`src/cfsd_pkg.sv`:
```
// shared types, constants and a helper function of the command frame decoder
`default_nettype none

package cfsd_pkg;

    // fixed field widths
    localparam int BYTE_W     = 8;
    localparam int MASK_W     = 8;
    localparam int UNIT_W     = 3;
    localparam int SECTOR_W   = 16;
    localparam int LEN_W      = 9;
    localparam int REG_IDX_W  = 2;

    // window
    localparam int WINDOW_DEPTH = 4;
    localparam int WIN_IDX_W    = $clog2(WINDOW_DEPTH);
    localparam int FILL_W       = $clog2(WINDOW_DEPTH + 1);

    localparam int DRIVE_COUNT_DEFAULT = 8;

    // device ids
    localparam logic [BYTE_W-1:0] ID_DISK_FIRST = 8'h31;
    localparam logic [BYTE_W-1:0] ID_DISK_LAST  = 8'h38;
    localparam logic [BYTE_W-1:0] ID_PRN_FIRST  = 8'h40;
    localparam logic [BYTE_W-1:0] ID_PRN_UNIT0  = 8'h41;
    localparam logic [BYTE_W-1:0] ID_PRN_LAST   = 8'h48;
    localparam logic [BYTE_W-1:0] ID_SER_FIRST  = 8'h50;
    localparam logic [BYTE_W-1:0] ID_SER_LAST   = 8'h53;

    // commands
    localparam logic [BYTE_W-1:0] CMD_READ   = 8'h52;
    localparam logic [BYTE_W-1:0] CMD_WRITE  = 8'h57;
    localparam logic [BYTE_W-1:0] CMD_PUT    = 8'h50;
    localparam logic [BYTE_W-1:0] CMD_STATUS = 8'h53;

    // drive status
    localparam logic [BYTE_W-1:0] STAT_SINGLE = 8'h10;
    localparam logic [BYTE_W-1:0] STAT_LARGE  = 8'h60;
    localparam logic [BYTE_W-1:0] STAT_ENH    = 8'h80;
    localparam logic [BYTE_W-1:0] STAT_RO_BIT = 8'h08;

    // transfer lengths
    localparam logic [LEN_W-1:0]    LEN_SMALL     = 9'd128;
    localparam logic [LEN_W-1:0]    LEN_LARGE     = 9'd256;
    localparam logic [LEN_W-1:0]    LEN_STATUS    = 9'd4;
    localparam logic [SECTOR_W-1:0] SEC_BOOT_LAST = 16'd3;

    typedef logic [MASK_W-1:0] t_mask;

    typedef enum logic [1:0] {
        KIND_DISK    = 2'd0,
        KIND_PRINTER = 2'd1,
        KIND_SERIAL  = 2'd2,
        KIND_UNKNOWN = 2'd3
    } t_kind;

    typedef enum logic [2:0] {
        ACT_IGNORED      = 3'd0,
        ACT_NO_IMAGE     = 3'd1,
        ACT_UNSUPPORTED  = 3'd2,
        ACT_READ         = 3'd3,
        ACT_WRITE_OK     = 3'd4,
        ACT_WRITE_REFUSE = 3'd5,
        ACT_STATUS       = 3'd6,
        ACT_NO_REPLY     = 3'd7
    } t_action;

    typedef enum logic [REG_IDX_W-1:0] {
        REG_PRESENT  = 2'd0,
        REG_READONLY = 2'd1,
        REG_LARGE    = 2'd2,
        REG_ENHANCED = 2'd3
    } t_reg_index;

    typedef struct packed {
        logic [BYTE_W-1:0]   id;
        logic [BYTE_W-1:0]   cmd;
        logic [SECTOR_W-1:0] sector;
    } t_frame;

    typedef struct packed {
        t_mask present;
        t_mask readonly;
        t_mask large_sec;
        t_mask enhanced;
    } t_masks;

    typedef struct packed {
        logic [1:0]          device_kind;
        logic [UNIT_W-1:0]   unit;
        logic [BYTE_W-1:0]   command_code;
        logic [SECTOR_W-1:0] sector;
        logic [2:0]          action;
        logic [LEN_W-1:0]    data_length;
        logic [BYTE_W-1:0]   status_byte;
        logic [BYTE_W-1:0]   status_checksum;
    } t_result;

    // 8-bit add with end-around carry
    function automatic logic [BYTE_W-1:0] fold_add(input logic [BYTE_W-1:0] acc,
                                                   input logic [BYTE_W-1:0] b);
        logic [BYTE_W:0] s;
        s = {1'b0, acc} + {1'b0, b};
        return s[BYTE_W-1:0] + {{(BYTE_W-1){1'b0}}, s[BYTE_W]};
    endfunction

endpackage

`default_nettype wire

```
`src/cfsd_if.sv`:
```
// channel interfaces: bus bytes in, decoded frames out, register writes
`default_nettype none

interface cfsd_byte_if;
    logic       valid;
    logic       ready;
    logic [7:0] bus_byte;

    modport source(output valid, output bus_byte, input ready);
    modport sink(input valid, input bus_byte, output ready);
endinterface

interface cfsd_result_if;
    logic        valid;
    logic        ready;
    logic [1:0]  device_kind;
    logic [2:0]  unit;
    logic [7:0]  command_code;
    logic [15:0] sector;
    logic [2:0]  action;
    logic [8:0]  data_length;
    logic [7:0]  status_byte;
    logic [7:0]  status_checksum;

    modport source(output valid, output device_kind, output unit, output command_code,
                   output sector, output action, output data_length,
                   output status_byte, output status_checksum, input ready);
    modport sink(input valid, input device_kind, input unit, input command_code,
                 input sector, input action, input data_length,
                 input status_byte, input status_checksum, output ready);
endinterface

interface cfsd_cfg_if;
    logic       valid;
    logic       ready;
    logic [1:0] reg_index;
    logic [7:0] wdata;

    modport source(output valid, output reg_index, output wdata, input ready);
    modport sink(input valid, input reg_index, input wdata, output ready);
endinterface

`default_nettype wire

```
`src/cfsd_window.sv`:
```
// sliding four-byte window with checksum match against the incoming byte
`default_nettype none

module cfsd_window (
    input  wire logic                        i_clk,
    input  wire logic                        i_rst_n,
    input  wire logic                        i_step,
    input  wire logic [cfsd_pkg::BYTE_W-1:0] i_byte,
    output logic                             o_match,
    output cfsd_pkg::t_frame                 o_frame
);

    logic [cfsd_pkg::BYTE_W-1:0] r_win [cfsd_pkg::WINDOW_DEPTH];
    logic [cfsd_pkg::FILL_W-1:0] r_fill;
    logic [cfsd_pkg::BYTE_W-1:0] sum;
    logic                        full;

    assign full = (r_fill == cfsd_pkg::FILL_W'(cfsd_pkg::WINDOW_DEPTH));

    always_comb begin
        sum = '0;
        for (int k = 0; k < cfsd_pkg::WINDOW_DEPTH; k++) begin
            sum = cfsd_pkg::fold_add(sum, r_win[k]);
        end
    end

    assign o_match = full && (sum == i_byte);

    assign o_frame.id     = r_win[0];
    assign o_frame.cmd    = r_win[1];
    assign o_frame.sector = {r_win[3], r_win[2]};

    always_ff @(posedge i_clk) begin
        if (!i_rst_n) begin
            r_fill <= '0;
        end else if (i_step) begin
            if (!full) begin
                r_fill <= r_fill + 1'b1;
            end else if (o_match) begin
                r_fill <= '0;
            end
        end
    end

    // window contents carry no reset, only entries below the fill are read
    always_ff @(posedge i_clk) begin
        if (i_step) begin
            if (!full) begin
                r_win[r_fill[cfsd_pkg::WIN_IDX_W-1:0]] <= i_byte;
            end else if (!o_match) begin
                for (int k = 0; k < cfsd_pkg::WINDOW_DEPTH - 1; k++) begin
                    r_win[k] <= r_win[k+1];
                end
                r_win[cfsd_pkg::WINDOW_DEPTH-1] <= i_byte;
            end
        end
    end

endmodule

`default_nettype wire

```
`src/cfsd_decode.sv`:
```
// frame decode: device, unit, response action, length and drive status
`default_nettype none

module cfsd_decode (
    input  cfsd_pkg::t_frame  i_frame,
    input  cfsd_pkg::t_masks  i_masks,
    output cfsd_pkg::t_result o_result
);

    cfsd_pkg::t_kind             kind;
    logic [cfsd_pkg::BYTE_W-1:0] unit_off;
    logic [cfsd_pkg::UNIT_W-1:0] unit;
    logic                        present;
    logic                        ro;
    logic                        large_sec;
    logic                        enh;
    logic [cfsd_pkg::LEN_W-1:0]  xfer;
    logic [cfsd_pkg::BYTE_W-1:0] stat;
    logic [cfsd_pkg::BYTE_W-1:0] scs;
    cfsd_pkg::t_action           action;
    logic [cfsd_pkg::LEN_W-1:0]  len;

    always_comb begin
        kind     = cfsd_pkg::KIND_UNKNOWN;
        unit_off = '0;
        if (i_frame.id >= cfsd_pkg::ID_DISK_FIRST && i_frame.id <= cfsd_pkg::ID_DISK_LAST) begin
            kind     = cfsd_pkg::KIND_DISK;
            unit_off = i_frame.id - cfsd_pkg::ID_DISK_FIRST;
        end else if (i_frame.id >= cfsd_pkg::ID_PRN_FIRST &&
                     i_frame.id <= cfsd_pkg::ID_PRN_LAST) begin
            kind = cfsd_pkg::KIND_PRINTER;
            // first two printer ids share unit zero
            unit_off = (i_frame.id == cfsd_pkg::ID_PRN_FIRST) ? '0
                                                               : i_frame.id - cfsd_pkg::ID_PRN_UNIT0;
        end else if (i_frame.id >= cfsd_pkg::ID_SER_FIRST &&
                     i_frame.id <= cfsd_pkg::ID_SER_LAST) begin
            kind     = cfsd_pkg::KIND_SERIAL;
            unit_off = i_frame.id - cfsd_pkg::ID_SER_FIRST;
        end
    end

    assign unit = unit_off[cfsd_pkg::UNIT_W-1:0];

    // masks arrive zero extended, so units past the drive count read absent
    assign present   = i_masks.present[unit];
    assign ro        = i_masks.readonly[unit];
    assign large_sec = i_masks.large_sec[unit];
    assign enh       = i_masks.enhanced[unit];

    assign xfer = (i_frame.sector <= cfsd_pkg::SEC_BOOT_LAST) ? cfsd_pkg::LEN_SMALL
                : (large_sec ? cfsd_pkg::LEN_LARGE : cfsd_pkg::LEN_SMALL);

    always_comb begin
        action = cfsd_pkg::ACT_IGNORED;
        len    = '0;
        stat   = '0;
        scs    = '0;
        case (kind)
            cfsd_pkg::KIND_UNKNOWN: begin
                action = cfsd_pkg::ACT_IGNORED;
            end
            cfsd_pkg::KIND_DISK: begin
                if (!present) begin
                    action = cfsd_pkg::ACT_NO_IMAGE;
                end else begin
                    stat = large_sec ? cfsd_pkg::STAT_LARGE
                         : (enh ? cfsd_pkg::STAT_ENH : cfsd_pkg::STAT_SINGLE);
                    if (ro) begin
                        stat = stat | cfsd_pkg::STAT_RO_BIT;
                    end
                    // status frame is {stat, 0, 1, 0}
                    scs = cfsd_pkg::fold_add(cfsd_pkg::fold_add(cfsd_pkg::fold_add(
                              cfsd_pkg::fold_add('0, stat), 8'h00), 8'h01), 8'h00);
                    if (i_frame.cmd == cfsd_pkg::CMD_READ) begin
                        action = cfsd_pkg::ACT_READ;
                        len    = xfer;
                    end else if (i_frame.cmd == cfsd_pkg::CMD_WRITE ||
                                 i_frame.cmd == cfsd_pkg::CMD_PUT) begin
                        if (ro) begin
                            action = cfsd_pkg::ACT_WRITE_REFUSE;
                        end else begin
                            action = cfsd_pkg::ACT_WRITE_OK;
                            len    = xfer;
                        end
                    end else if (i_frame.cmd == cfsd_pkg::CMD_STATUS) begin
                        action = cfsd_pkg::ACT_STATUS;
                        len    = cfsd_pkg::LEN_STATUS;
                    end else begin
                        action = cfsd_pkg::ACT_NO_REPLY;
                    end
                end
            end
            default: begin
                action = cfsd_pkg::ACT_UNSUPPORTED;
            end
        endcase
    end

    assign o_result.device_kind     = kind;
    assign o_result.unit            = (kind == cfsd_pkg::KIND_UNKNOWN) ? '0 : unit;
    assign o_result.command_code    = i_frame.cmd;
    assign o_result.sector          = i_frame.sector;
    assign o_result.action          = action;
    assign o_result.data_length     = len;
    assign o_result.status_byte     = stat;
    assign o_result.status_checksum = scs;

endmodule

`default_nettype wire

```
`src/command_frame_sync_and_decode.sv`:
```
// top level: command frame synchronizer and decoder with drive mask registers
//
// Bus bytes arrive on i_byte, one transfer per cycle at full rate unless a waiting
// result holds the flow. The block keeps the last four bytes and, once four are held,
// checks each new byte against their end-around-carry checksum; on a match the five
// bytes are a command frame, the window empties and one decoded result is offered on
// o_result, otherwise the oldest byte drops out and nothing is produced. Each byte is
// captured in an input register, the window update, checksum compare and frame decode
// run in a single pass of logic, and a result lands in the output register, so
// o_result.valid rises once the byte that closes its frame has passed both registers.
// The input register keeps taking a byte while a result waits; a further byte waits
// only when both the input and the output register are full. The four drive masks
// (present, read-only, 256-byte sectors, enhanced density) are written through i_cfg,
// always ready, and must only change while no byte is in flight. DRIVE_COUNT sets how
// many drive units exist; disk units beyond it report no image.
`default_nettype none

module command_frame_sync_and_decode #(
    parameter int DRIVE_COUNT = cfsd_pkg::DRIVE_COUNT_DEFAULT
) (
    input  wire logic      i_clk,
    input  wire logic      i_rst_n,
    cfsd_byte_if.sink      i_byte,
    cfsd_cfg_if.sink       i_cfg,
    cfsd_result_if.source  o_result
);

    // drive mask registers, one bit per existing unit
    logic [DRIVE_COUNT-1:0] r_present;
    logic [DRIVE_COUNT-1:0] r_readonly;
    logic [DRIVE_COUNT-1:0] r_large;
    logic [DRIVE_COUNT-1:0] r_enhanced;

    // input register
    logic                        r_in_valid;
    logic [cfsd_pkg::BYTE_W-1:0] r_in_byte;

    // output register
    logic              r_out_valid;
    cfsd_pkg::t_result r_out;

    logic              step;
    logic              match;
    cfsd_pkg::t_frame  frame;
    cfsd_pkg::t_masks  masks;
    cfsd_pkg::t_result decoded;

    // configuration writes are taken at once
    assign i_cfg.ready = 1'b1;

    always_ff @(posedge i_clk) begin
        if (!i_rst_n) begin
            r_present  <= '0;
            r_readonly <= '0;
            r_large    <= '0;
            r_enhanced <= '0;
        end else if (i_cfg.valid) begin
            case (cfsd_pkg::t_reg_index'(i_cfg.reg_index))
                cfsd_pkg::REG_PRESENT:  r_present  <= i_cfg.wdata[DRIVE_COUNT-1:0];
                cfsd_pkg::REG_READONLY: r_readonly <= i_cfg.wdata[DRIVE_COUNT-1:0];
                cfsd_pkg::REG_LARGE:    r_large    <= i_cfg.wdata[DRIVE_COUNT-1:0];
                cfsd_pkg::REG_ENHANCED: r_enhanced <= i_cfg.wdata[DRIVE_COUNT-1:0];
                default: begin
                end
            endcase
        end
    end

    // zero extend to the full unit range
    assign masks.present   = cfsd_pkg::t_mask'(r_present);
    assign masks.readonly  = cfsd_pkg::t_mask'(r_readonly);
    assign masks.large_sec = cfsd_pkg::t_mask'(r_large);
    assign masks.enhanced  = cfsd_pkg::t_mask'(r_enhanced);

    // the held byte moves on whenever the output register can take a result
    assign step         = r_in_valid && (!r_out_valid || o_result.ready);
    assign i_byte.ready = !r_in_valid || step;

    always_ff @(posedge i_clk) begin
        if (!i_rst_n) begin
            r_in_valid <= 1'b0;
        end else if (i_byte.valid && i_byte.ready) begin
            r_in_valid <= 1'b1;
        end else if (step) begin
            r_in_valid <= 1'b0;
        end
    end

    always_ff @(posedge i_clk) begin
        if (i_byte.valid && i_byte.ready) begin
            r_in_byte <= i_byte.bus_byte;
        end
    end

    cfsd_window u_window (
        .i_clk   (i_clk),
        .i_rst_n (i_rst_n),
        .i_step  (step),
        .i_byte  (r_in_byte),
        .o_match (match),
        .o_frame (frame)
    );

    cfsd_decode u_decode (
        .i_frame  (frame),
        .i_masks  (masks),
        .o_result (decoded)
    );

    // result register: loaded on a frame match, freed by the sink's transfer
    always_ff @(posedge i_clk) begin
        if (!i_rst_n) begin
            r_out_valid <= 1'b0;
        end else if (step && match) begin
            r_out_valid <= 1'b1;
        end else if (o_result.ready) begin
            r_out_valid <= 1'b0;
        end
    end

    always_ff @(posedge i_clk) begin
        if (step && match) begin
            r_out <= decoded;
        end
    end

    assign o_result.valid           = r_out_valid;
    assign o_result.device_kind     = r_out.device_kind;
    assign o_result.unit            = r_out.unit;
    assign o_result.command_code    = r_out.command_code;
    assign o_result.sector          = r_out.sector;
    assign o_result.action          = r_out.action;
    assign o_result.data_length     = r_out.data_length;
    assign o_result.status_byte     = r_out.status_byte;
    assign o_result.status_checksum = r_out.status_checksum;

endmodule

`default_nettype wire

```
`src/flat_wrapper.sv`:
```
// flat-port wrapper written by rule: the top's interface ports become plain ports
module command_frame_sync_and_decode_flat 
#(
    parameter int DRIVE_COUNT = cfsd_pkg::DRIVE_COUNT_DEFAULT
)
  (i_clk, i_rst_n, i_byte_valid, i_byte_bus_byte, i_byte_ready, i_cfg_valid, i_cfg_reg_index, i_cfg_wdata, i_cfg_ready, o_result_valid, o_result_device_kind, o_result_unit, o_result_command_code, o_result_sector, o_result_action, o_result_data_length, o_result_status_byte, o_result_status_checksum, o_result_ready);
  cfsd_byte_if i_byte_i ();
  cfsd_cfg_if i_cfg_i ();
  cfsd_result_if o_result_i ();
  input  wire logic i_clk;
  input  wire logic i_rst_n;
  input wire logic [$bits(i_byte_i.valid)-1:0] i_byte_valid;
  input wire logic [$bits(i_byte_i.bus_byte)-1:0] i_byte_bus_byte;
  output wire logic [$bits(i_byte_i.ready)-1:0] i_byte_ready;
  input wire logic [$bits(i_cfg_i.valid)-1:0] i_cfg_valid;
  input wire logic [$bits(i_cfg_i.reg_index)-1:0] i_cfg_reg_index;
  input wire logic [$bits(i_cfg_i.wdata)-1:0] i_cfg_wdata;
  output wire logic [$bits(i_cfg_i.ready)-1:0] i_cfg_ready;
  output wire logic [$bits(o_result_i.valid)-1:0] o_result_valid;
  output wire logic [$bits(o_result_i.device_kind)-1:0] o_result_device_kind;
  output wire logic [$bits(o_result_i.unit)-1:0] o_result_unit;
  output wire logic [$bits(o_result_i.command_code)-1:0] o_result_command_code;
  output wire logic [$bits(o_result_i.sector)-1:0] o_result_sector;
  output wire logic [$bits(o_result_i.action)-1:0] o_result_action;
  output wire logic [$bits(o_result_i.data_length)-1:0] o_result_data_length;
  output wire logic [$bits(o_result_i.status_byte)-1:0] o_result_status_byte;
  output wire logic [$bits(o_result_i.status_checksum)-1:0] o_result_status_checksum;
  input wire logic [$bits(o_result_i.ready)-1:0] o_result_ready;
  assign i_byte_i.valid = i_byte_valid;
  assign i_byte_i.bus_byte = i_byte_bus_byte;
  assign i_byte_ready = i_byte_i.ready;
  assign i_cfg_i.valid = i_cfg_valid;
  assign i_cfg_i.reg_index = i_cfg_reg_index;
  assign i_cfg_i.wdata = i_cfg_wdata;
  assign i_cfg_ready = i_cfg_i.ready;
  assign o_result_valid = o_result_i.valid;
  assign o_result_device_kind = o_result_i.device_kind;
  assign o_result_unit = o_result_i.unit;
  assign o_result_command_code = o_result_i.command_code;
  assign o_result_sector = o_result_i.sector;
  assign o_result_action = o_result_i.action;
  assign o_result_data_length = o_result_i.data_length;
  assign o_result_status_byte = o_result_i.status_byte;
  assign o_result_status_checksum = o_result_i.status_checksum;
  assign o_result_i.ready = o_result_ready;
  command_frame_sync_and_decode #(.DRIVE_COUNT(DRIVE_COUNT)) u_core (.i_clk(i_clk), .i_rst_n(i_rst_n), .i_byte(i_byte_i), .i_cfg(i_cfg_i), .o_result(o_result_i));
endmodule
```
`config.mk`:
```
export PLATFORM = sky130hd
export DESIGN_NAME = command_frame_sync_and_decode_flat
export DESIGN_NICKNAME = d
export VERILOG_FILES = /design/src/cfsd_pkg.sv /design/src/cfsd_if.sv /design/src/cfsd_window.sv /design/src/cfsd_decode.sv /design/src/command_frame_sync_and_decode.sv /design/src/flat_wrapper.sv
export SDC_FILE = /design/constraint.sdc
export NUM_CORES = 1
export LEC_CHECK = 0
export ABC_AREA = 1
export BUFFER_PORTS_ARGS = -buffer_cell sky130_fd_sc_hd__clkbuf_2
export CAP_MARGIN = 25
export CORE_MARGIN = 8
export CORE_UTILIZATION = 40
export CTS_BUF_LIST = sky130_fd_sc_hd__clkbuf_2 sky130_fd_sc_hd__clkbuf_4 sky130_fd_sc_hd__clkbuf_8
export DETAILED_ROUTE_END_ITERATION = 8
export GPL_ROUTABILITY_DRIVEN = 0
export PLACE_DENSITY = 0.71
export SLEW_MARGIN = 20
export SYNTH_ARGS = -nofsm -noshare
export SYNTH_HDL_FRONTEND = slang
export SYNTH_SLANG_ARGS = --single-unit
```
`constraint.sdc`:
```
create_clock -name i_clk -period 19.2 [get_ports i_clk]
set_clock_uncertainty 0.1 [all_clocks]
set_input_delay 2.88 -clock i_clk [delete_from_list [all_inputs] [get_ports i_clk]]
set_output_delay 2.88 -clock i_clk [all_outputs]
set_load 0.02 [all_outputs]
```
After elaboration in Yosys (flattened, before gate mapping)
Memories as Yosys holds them, arrays and structs flattened.
Index checks and enable logic that the tools add are counted.
{ "classes": {"shift": 0, "mul": 0, "addsub": 12, "n_reduce_logical": 23, "n_eq_ne": 12, "bitwise_logic": 0, "magnitude_cmp": 8, "n_mux": 48, "div": 0} }
{ "op_table": {"columns": ["op", "count"], "rows": [
  ["two-way mux 9 bit", 5],
  ["equality test 8 x 7 -> 1 bit (second input constant)", 5],
  ["two-way mux 8 bit", 5],
  ["adder 8 x 1 -> 8 bit", 4],
  ["two-way mux 3 bit", 10],
  ["adder 8 x 8 -> 9 bit", 3],
  ["two-way mux 1 bit", 19],
  [">= comparator 8 x 7 -> 1 bit (second input constant)", 2],
  ["<= comparator 16 x 2 -> 1 bit (second input constant)", 1],
  ["<= comparator 8 x 7 -> 1 bit (second input constant)", 2],
  ["binary-select mux 1 bit (select 3 bit)", 4],
  ["AND reduction 2 bit", 6],
  ["adder 8 x 1 -> 9 bit (second input constant)", 1],
  ["subtractor 3 x 1 -> 3 bit (second input constant)", 3],
  ["equality test 8 bit", 1],
  [">= comparator 8 x 6 -> 1 bit (second input constant)", 1],
  ["<= comparator 8 x 6 -> 1 bit (second input constant)", 1],
  ["OR reduction 8 bit", 1],
  ["logical AND 1 bit", 7],
  ["equality test 2 bit (second input constant)", 3],
  ["two-way mux 2 bit", 3],
  ["case mux 3 bit (2 select lines)", 1],
  ["zero test 2 bit", 2],
  ["< comparator 3 x 4 -> 1 bit (second input constant)", 1],
  ["other kinds (8)", 12]
]} }
{ "word_totals": {"wordCells": 120, "reg_bits": 102, "ram_bits": 32, "mem_count": 1, "rom_bits": 0, "latchBits": 0, "output_inout_bits": 60} }
{ "mem_list": {"columns": ["name", "words", "width", "rd", "rd_clocked_by_memory_dff", "write_ports", "line_no", "source"], "rows": [
  ["u_core.u_window.r_win", 4, 8, 4, 0, 4, "cfsd_window.sv:13", "logic [cfsd_pkg::BYTE_W-1:0] r_win [cfsd_pkg::WINDOW_DEPTH];"]
]} }

Logic depth before layout (Yosys ltp)
An unclocked memory read counts as a cell.
{ "logic_depth": {"ltp_word": 15, "mapped_depth": 51} }

Cells and area by module
Synthesis repeated with hierarchy kept, for this count alone.
{ "hier_totals": {"hier_cells": 909, "area_unflattened_um2": 7756.2} }
{ "by_module_without_submodules": {"columns": ["module", "n_inst", "cells_each", "area_per_inst_um2"], "rows": [
  ["command_frame_sync_and_decode", 1, 292, 3497.1],
  ["cfsd_window", 1, 381, 2994.1],
  ["cfsd_decode", 1, 236, 1265.0]
]} }

Worst setup path after synthesis
Ideal clock, no wire load.
{ "synth_timing": {"path_kind": "register to register", "start": "mem u_core.u_window.r_win[1][0] (netlist bit)", "end": "reg u_core.r_out, in the netlist u_core.o_result.action[0], enable pin", "path_buffers": 0, "setup_slack_ps": 11677, "arrival_ps": 7028, "synth_period_minus_slack_ps": 7523, "stages_incl_launch_ff": 42, "setup_ps": 395, "path_cell_list": "edfxtp_1 ha_1 fa_1 a21oi_1 o21bai_1 a21oi_1 o21bai_1 a21oi_1 o21bai_1 ha_1 ha_1 inv_1 fa_1 o21ai_0 a21oi_1 o21bai_1 a21oi_1 o21bai_1 [6 not listed] inv_1 ha_1 a21oi_1 nand3_1 a21oi_1 o21bai_1 ha_1 ha_1 xor2_1 a21oi_1 nand2_1 nor2_1 nand2_1 nor2_1 nand2_2 nor2_1 nand2_1 inv_1"} }
{ "synth_rtl": {"columns": ["item", "line_no", "source"], "rows": [
  ["start: declaration", "cfsd_window.sv:13", null],
  ["end signal: assignment", "command_frame_sync_and_decode.sv:123", "r_out <= decoded;"],
  ["end: declaration", "command_frame_sync_and_decode.sv:40", "cfsd_pkg::t_result r_out;"]
]} }

==> impl_metrics.sql <==
INSERT INTO impl_metrics (metric_group, metric, value, unit) VALUES
('floorplanning', 'ioPinCount', '83', ''),
('timing', 'final.min_clock_period', '7.89', 'ns'),
('floorplanning', 'floorplan.core_area', '16400', 'um^2'),
('floorplanning', 'floorplan.rows', '47', ''),
('layout', 'layout.cells.most_common_list', 'nand2_1 (176), inv_1 (104), edfxtp_1 (80), clkbuf_2 (70), nor2_1 (62)', ''),
('timing', 'worst_pin_slew', '0.741', 'ns'),
('drt', 'drt-wirelength-per-cell', '13.6', 'um'),
('timing', 'worst_relative_slew_slack', '50.2', '%'),
('timing', 'setup_repair_after_global_routing_missed_its_margin', 'no', ''),
('timing', 'final_max_slew_viol_count', '0', ''),
('logic_synthesis', 'async_reset_ff_share', '0', '%'),
('cts', 'post_cts_hold_buffer_count', '0', ''),
('logic_synthesis', 'postSynthRegisterBits', '117', ''),
('floorplanning', 'die_height', '145', 'um'),
('logic_synthesis', 'synthesized_cell_area', '6630', 'um^2'),
('cts', 'cts_max_path_buffers', '2', ''),
('placed_design', 'placement.cell_area', '7100', 'um^2'),
('worst_setup_path', 'critPathArrivalTime', '7.86', 'ns'),
('power_and_ir_drop', 'leakagePower', '3.38', 'nW'),
('timing', 'totalNegativeSetupSlack', '0', 'ns'),
('grt', 'grt_first_pass_wirelength', '23300', 'um'),
('worst_setup_path', 'cp-end-kind', 'flop', ''),
('drt', 'drt-vias-per-instance', '4.80', ''),
('logic_synthesis', 'synth-warning-count', '0', ''),
('worst_hold_path', 'holdPathStages', '2', ''),
('layout', 'design.final.nets', '911', ''),
('layout', 'syn2layout_area_growth', '13.2', '%'),
('drt', 'ant_nets', '0', ''),
('power_and_ir_drop', 'ir_drop', '0.0503', 'mV'),
('layout', 'drive_above_1_share', '14.9', '%'),
('grt', 'first_global_vias', '4732', ''),
('cts', 'number_of_setup_buffers_added_after_cts', '0', ''),
('worst_setup_path', 'crit_fanout', '21', ''),
('cts', 'clock_latency', '0.44', 'ns'),
('grt', 'globalRouteTotalUtil', '14.3', '%'),
('cts', 'cts.sinks', '117', ''),
('worst_setup_path', 'path_common_cell', 'nand2_1', ''),
('logic_synthesis', 'seq_area_frac_synth', '47.4', '%'),
('logic_synthesis', 'synth_area_leaders', 'edfxtp_1 (36%), dfxtp_1 (11%), nand2_1 (10%), ha_1 (7.4%), inv_1 (5.9%)', ''),
('outcome', 'status', 'complete, no violations', ''),
('logic_synthesis', 'yosys.area.top_type_share', '36.2', '%'),
('layout', 'fin_area', '7510', 'um^2'),
('timing', 'layout_worst_path_cycle_share', '41.1', '%'),
('power_and_ir_drop', 'pwr_density_cell', '87.6', 'nW/um^2'),
('worst_setup_path', 'cp_required', '19.17', 'ns'),
('drt', 'drt-pass1-iter-count', '5', ''),
('timing', 'finalHoldViolCount', '0', ''),
('drt', 'dr.first_iter.drc_count', '458', ''),
('grt', 'grt_start_max_net_pins', '41', ''),
('timing', 'setup-violations-final', '0', ''),
('cts', 'cts_htree_levels', '4', ''),
('timing', 'achievable-frequency', '127', 'MHz'),
('drt', 'remaining_drc_errors', '0', ''),
('worst_hold_path', 'hp-class', 'flop to flop', ''),
('cts', 'cts_buffers', '17', ''),
('logic_synthesis', 'ys.flop_type', 'edfxtp_1', ''),
('logic_synthesis', 'synthDominantAreaCellType', 'edfxtp_1', ''),
('worst_setup_path', 'critPathKind', 'flop to flop', ''),
('floorplanning', 'die_width', '145', 'um'),
('logic_synthesis', 'syn_area_per_cell', '8.57', 'um^2'),
('cts', 'clk_transition_reported_paths', '0.07', 'ns'),
('logic_synthesis', 'synthesis.instances', '774', ''),
('worst_setup_path', 'r2r.worst_path.cells', '47', ''),
('cts', 'cts_resized', '0', ''),
('worst_setup_path', 'critPathSlowestCell', 'o21ai_1', ''),
('grt', 'grt_antenna_before_repair', '0', ''),
('run', 'max-cap-violations', '0', ''),
('placed_design', 'placement.io_buffers', '70', ''),
('worst_setup_path', 'start_kind', 'flop', ''),
('worst_setup_path', 'cpPeakStageDelay', '0.56', 'ns'),
('layout', 'final.fill_count', '1561', ''),
('grt', 'overflow', '0', ''),
('cts', 'tritoncts', 'built', ''),
('logic_synthesis', 'synth_enable_flop_cells', '80', ''),
('placed_design', 'dp_hpwl', '11300', 'um'),
('cts', 'clock-root-buffer', 'clkbuf_8', ''),
('drt', 'routed-via-count', '5184', ''),
('layout', 'insertedDiodeCount', '0', ''),
('floorplanning', 'floorplan.initialDensity', '40.4', '%'),
('logic_synthesis', 'yosysUniqueCellTypes', '38', ''),
('layout', 'mostFrequentLayoutCell', 'nand2_1', ''),
('floorplanning', 'die_area', '21000', 'um^2'),
('drt', 'drt_wl_total', '14700', 'um');
[power breakdown]
group          internal, W  switching, W  total [W]
sequential        0.000275    0.00000514   0.000280
clock             0.000142     0.0000930   0.000235
combinational    0.0000508     0.0000914   0.000142
total             0.000468      0.000190   0.000658
[critical path, delay by kind of cell, from the launching register on]
| family | cells | cell delay [ns] |
|---|---|---|
| buf+inv | 5 | 0.30 |
| simple gates | 22 | 2.56 |
| fa+ha+maj | 7 | 1.80 |
| flops | 1 | 0.49 |
| compound gates | 13 | 2.27 |
[metrics by stage]
stage | std cells | util [%] | setup slack, ns | power, W | hold slack (ns)
2_1_floorplan | 784 | - | 11.68 | 0.000397 | 0.320
3_3_place_gp | 1046 | 43.2 | 11.49 | 0.000424 | 0.332
3_5_place_dp | 1047 | 43.2 | 11.26 | 0.000426 | 0.335
4_1_cts | 1079 | 45.8 | 11.25 | 0.000662 | 0.345
5_1_grt | 1079 | 45.8 | 10.56 | 0.000694 | 0.370
6_report | 1079 | 45.8 | 11.31 | 0.000658 | 0.344
[worst paths after layout]
kind                               startpoint                     endpoint  slack [ns]
hold / removal           u_core.r_enhanced[1]         u_core.r_enhanced[1]        0.34
hold reg to reg          u_core.r_enhanced[1]         u_core.r_enhanced[1]        0.34
setup / recovery  u_core.u_window.r_win[0][3]  u_core.u_window.r_win[2][7]       11.31
setup reg to reg  u_core.u_window.r_win[0][3]  u_core.u_window.r_win[2][7]       11.31
[layer usage]
| layer | wire length, um | global-route usage, % |
|---|---|---|
| met3 | 747 | 3.54 |
| met1 | 7050 | 19.2 |
| met5 | 0 | 0 |
| met4 | 244 | 5.64 |
| met2 | 6630 | 21.7 |
[area by class of cell]
| class | instances | area, um^2 | area share [%] |
|---|---|---|---|
| Clock buffer | 26 | 308 | 4.10 |
| Clock inverter | 6 | 104 | 1.38 |
| Sequential cell | 117 | 3140 | 41.9 |
| Tap cell | 220 | 275 | 3.67 |
| Multi-Input combinational cell | 528 | 2890 | 38.6 |
| Inverter | 108 | 405 | 5.40 |
| Timing Repair Buffer | 74 | 378 | 5.03 |
[synth_stat cells, types with 7 or more instances]
cell type  number
edfxtp_1       80
o21ai_1        11
buf_4          19
clkbuf_1        7
dfxtp_1        37
inv_1         104
ha_1           39
o21bai_1        8
xnor2_1         7
o21ai_0        41
nand2_1       176
nor3_1          7
nor2_1         62
a21oi_1        46
nand3_1        51
nand4_1         9
xor2_1         17
[registers in the layout, summed over array words and instances, names as in the netlist, 3 cells and up]
signal / count
u_core.o_result.action: 3
u_core.o_result.command_code: 8
u_core.o_result.data_length: 3
u_core.o_result.sector: 16
u_core.o_result.status_byte: 3
u_core.o_result.unit: 3
u_core.r_enhanced: 8
u_core.r_in_byte: 8
u_core.r_large: 8
u_core.r_present: 8
u_core.r_readonly: 8
u_core.u_window.r_fill: 3
u_core.u_window.r_win: 32
[kinds of logic (layout without fill, tap and decap cells)]
| logic type | after synthesis | after routing | synth area share (%) |
|---|---|---|---|
| AND/OR/NAND/NOR | 334 | 334 | 21.8 |
| buffers and inverters | 139 | 214 | 9.56 |
| flip-flops | 117 | 117 | 47.4 |
| AO/OA/AOI/OAI | 116 | 116 | 9.69 |
| adder cells (fa/ha/maj) | 42 | 42 | 8.26 |
| XOR/XNOR | 24 | 24 | 3.17 |
| other | 2 | 12 | 0.113 |
(Power assumes the default switching activity.)
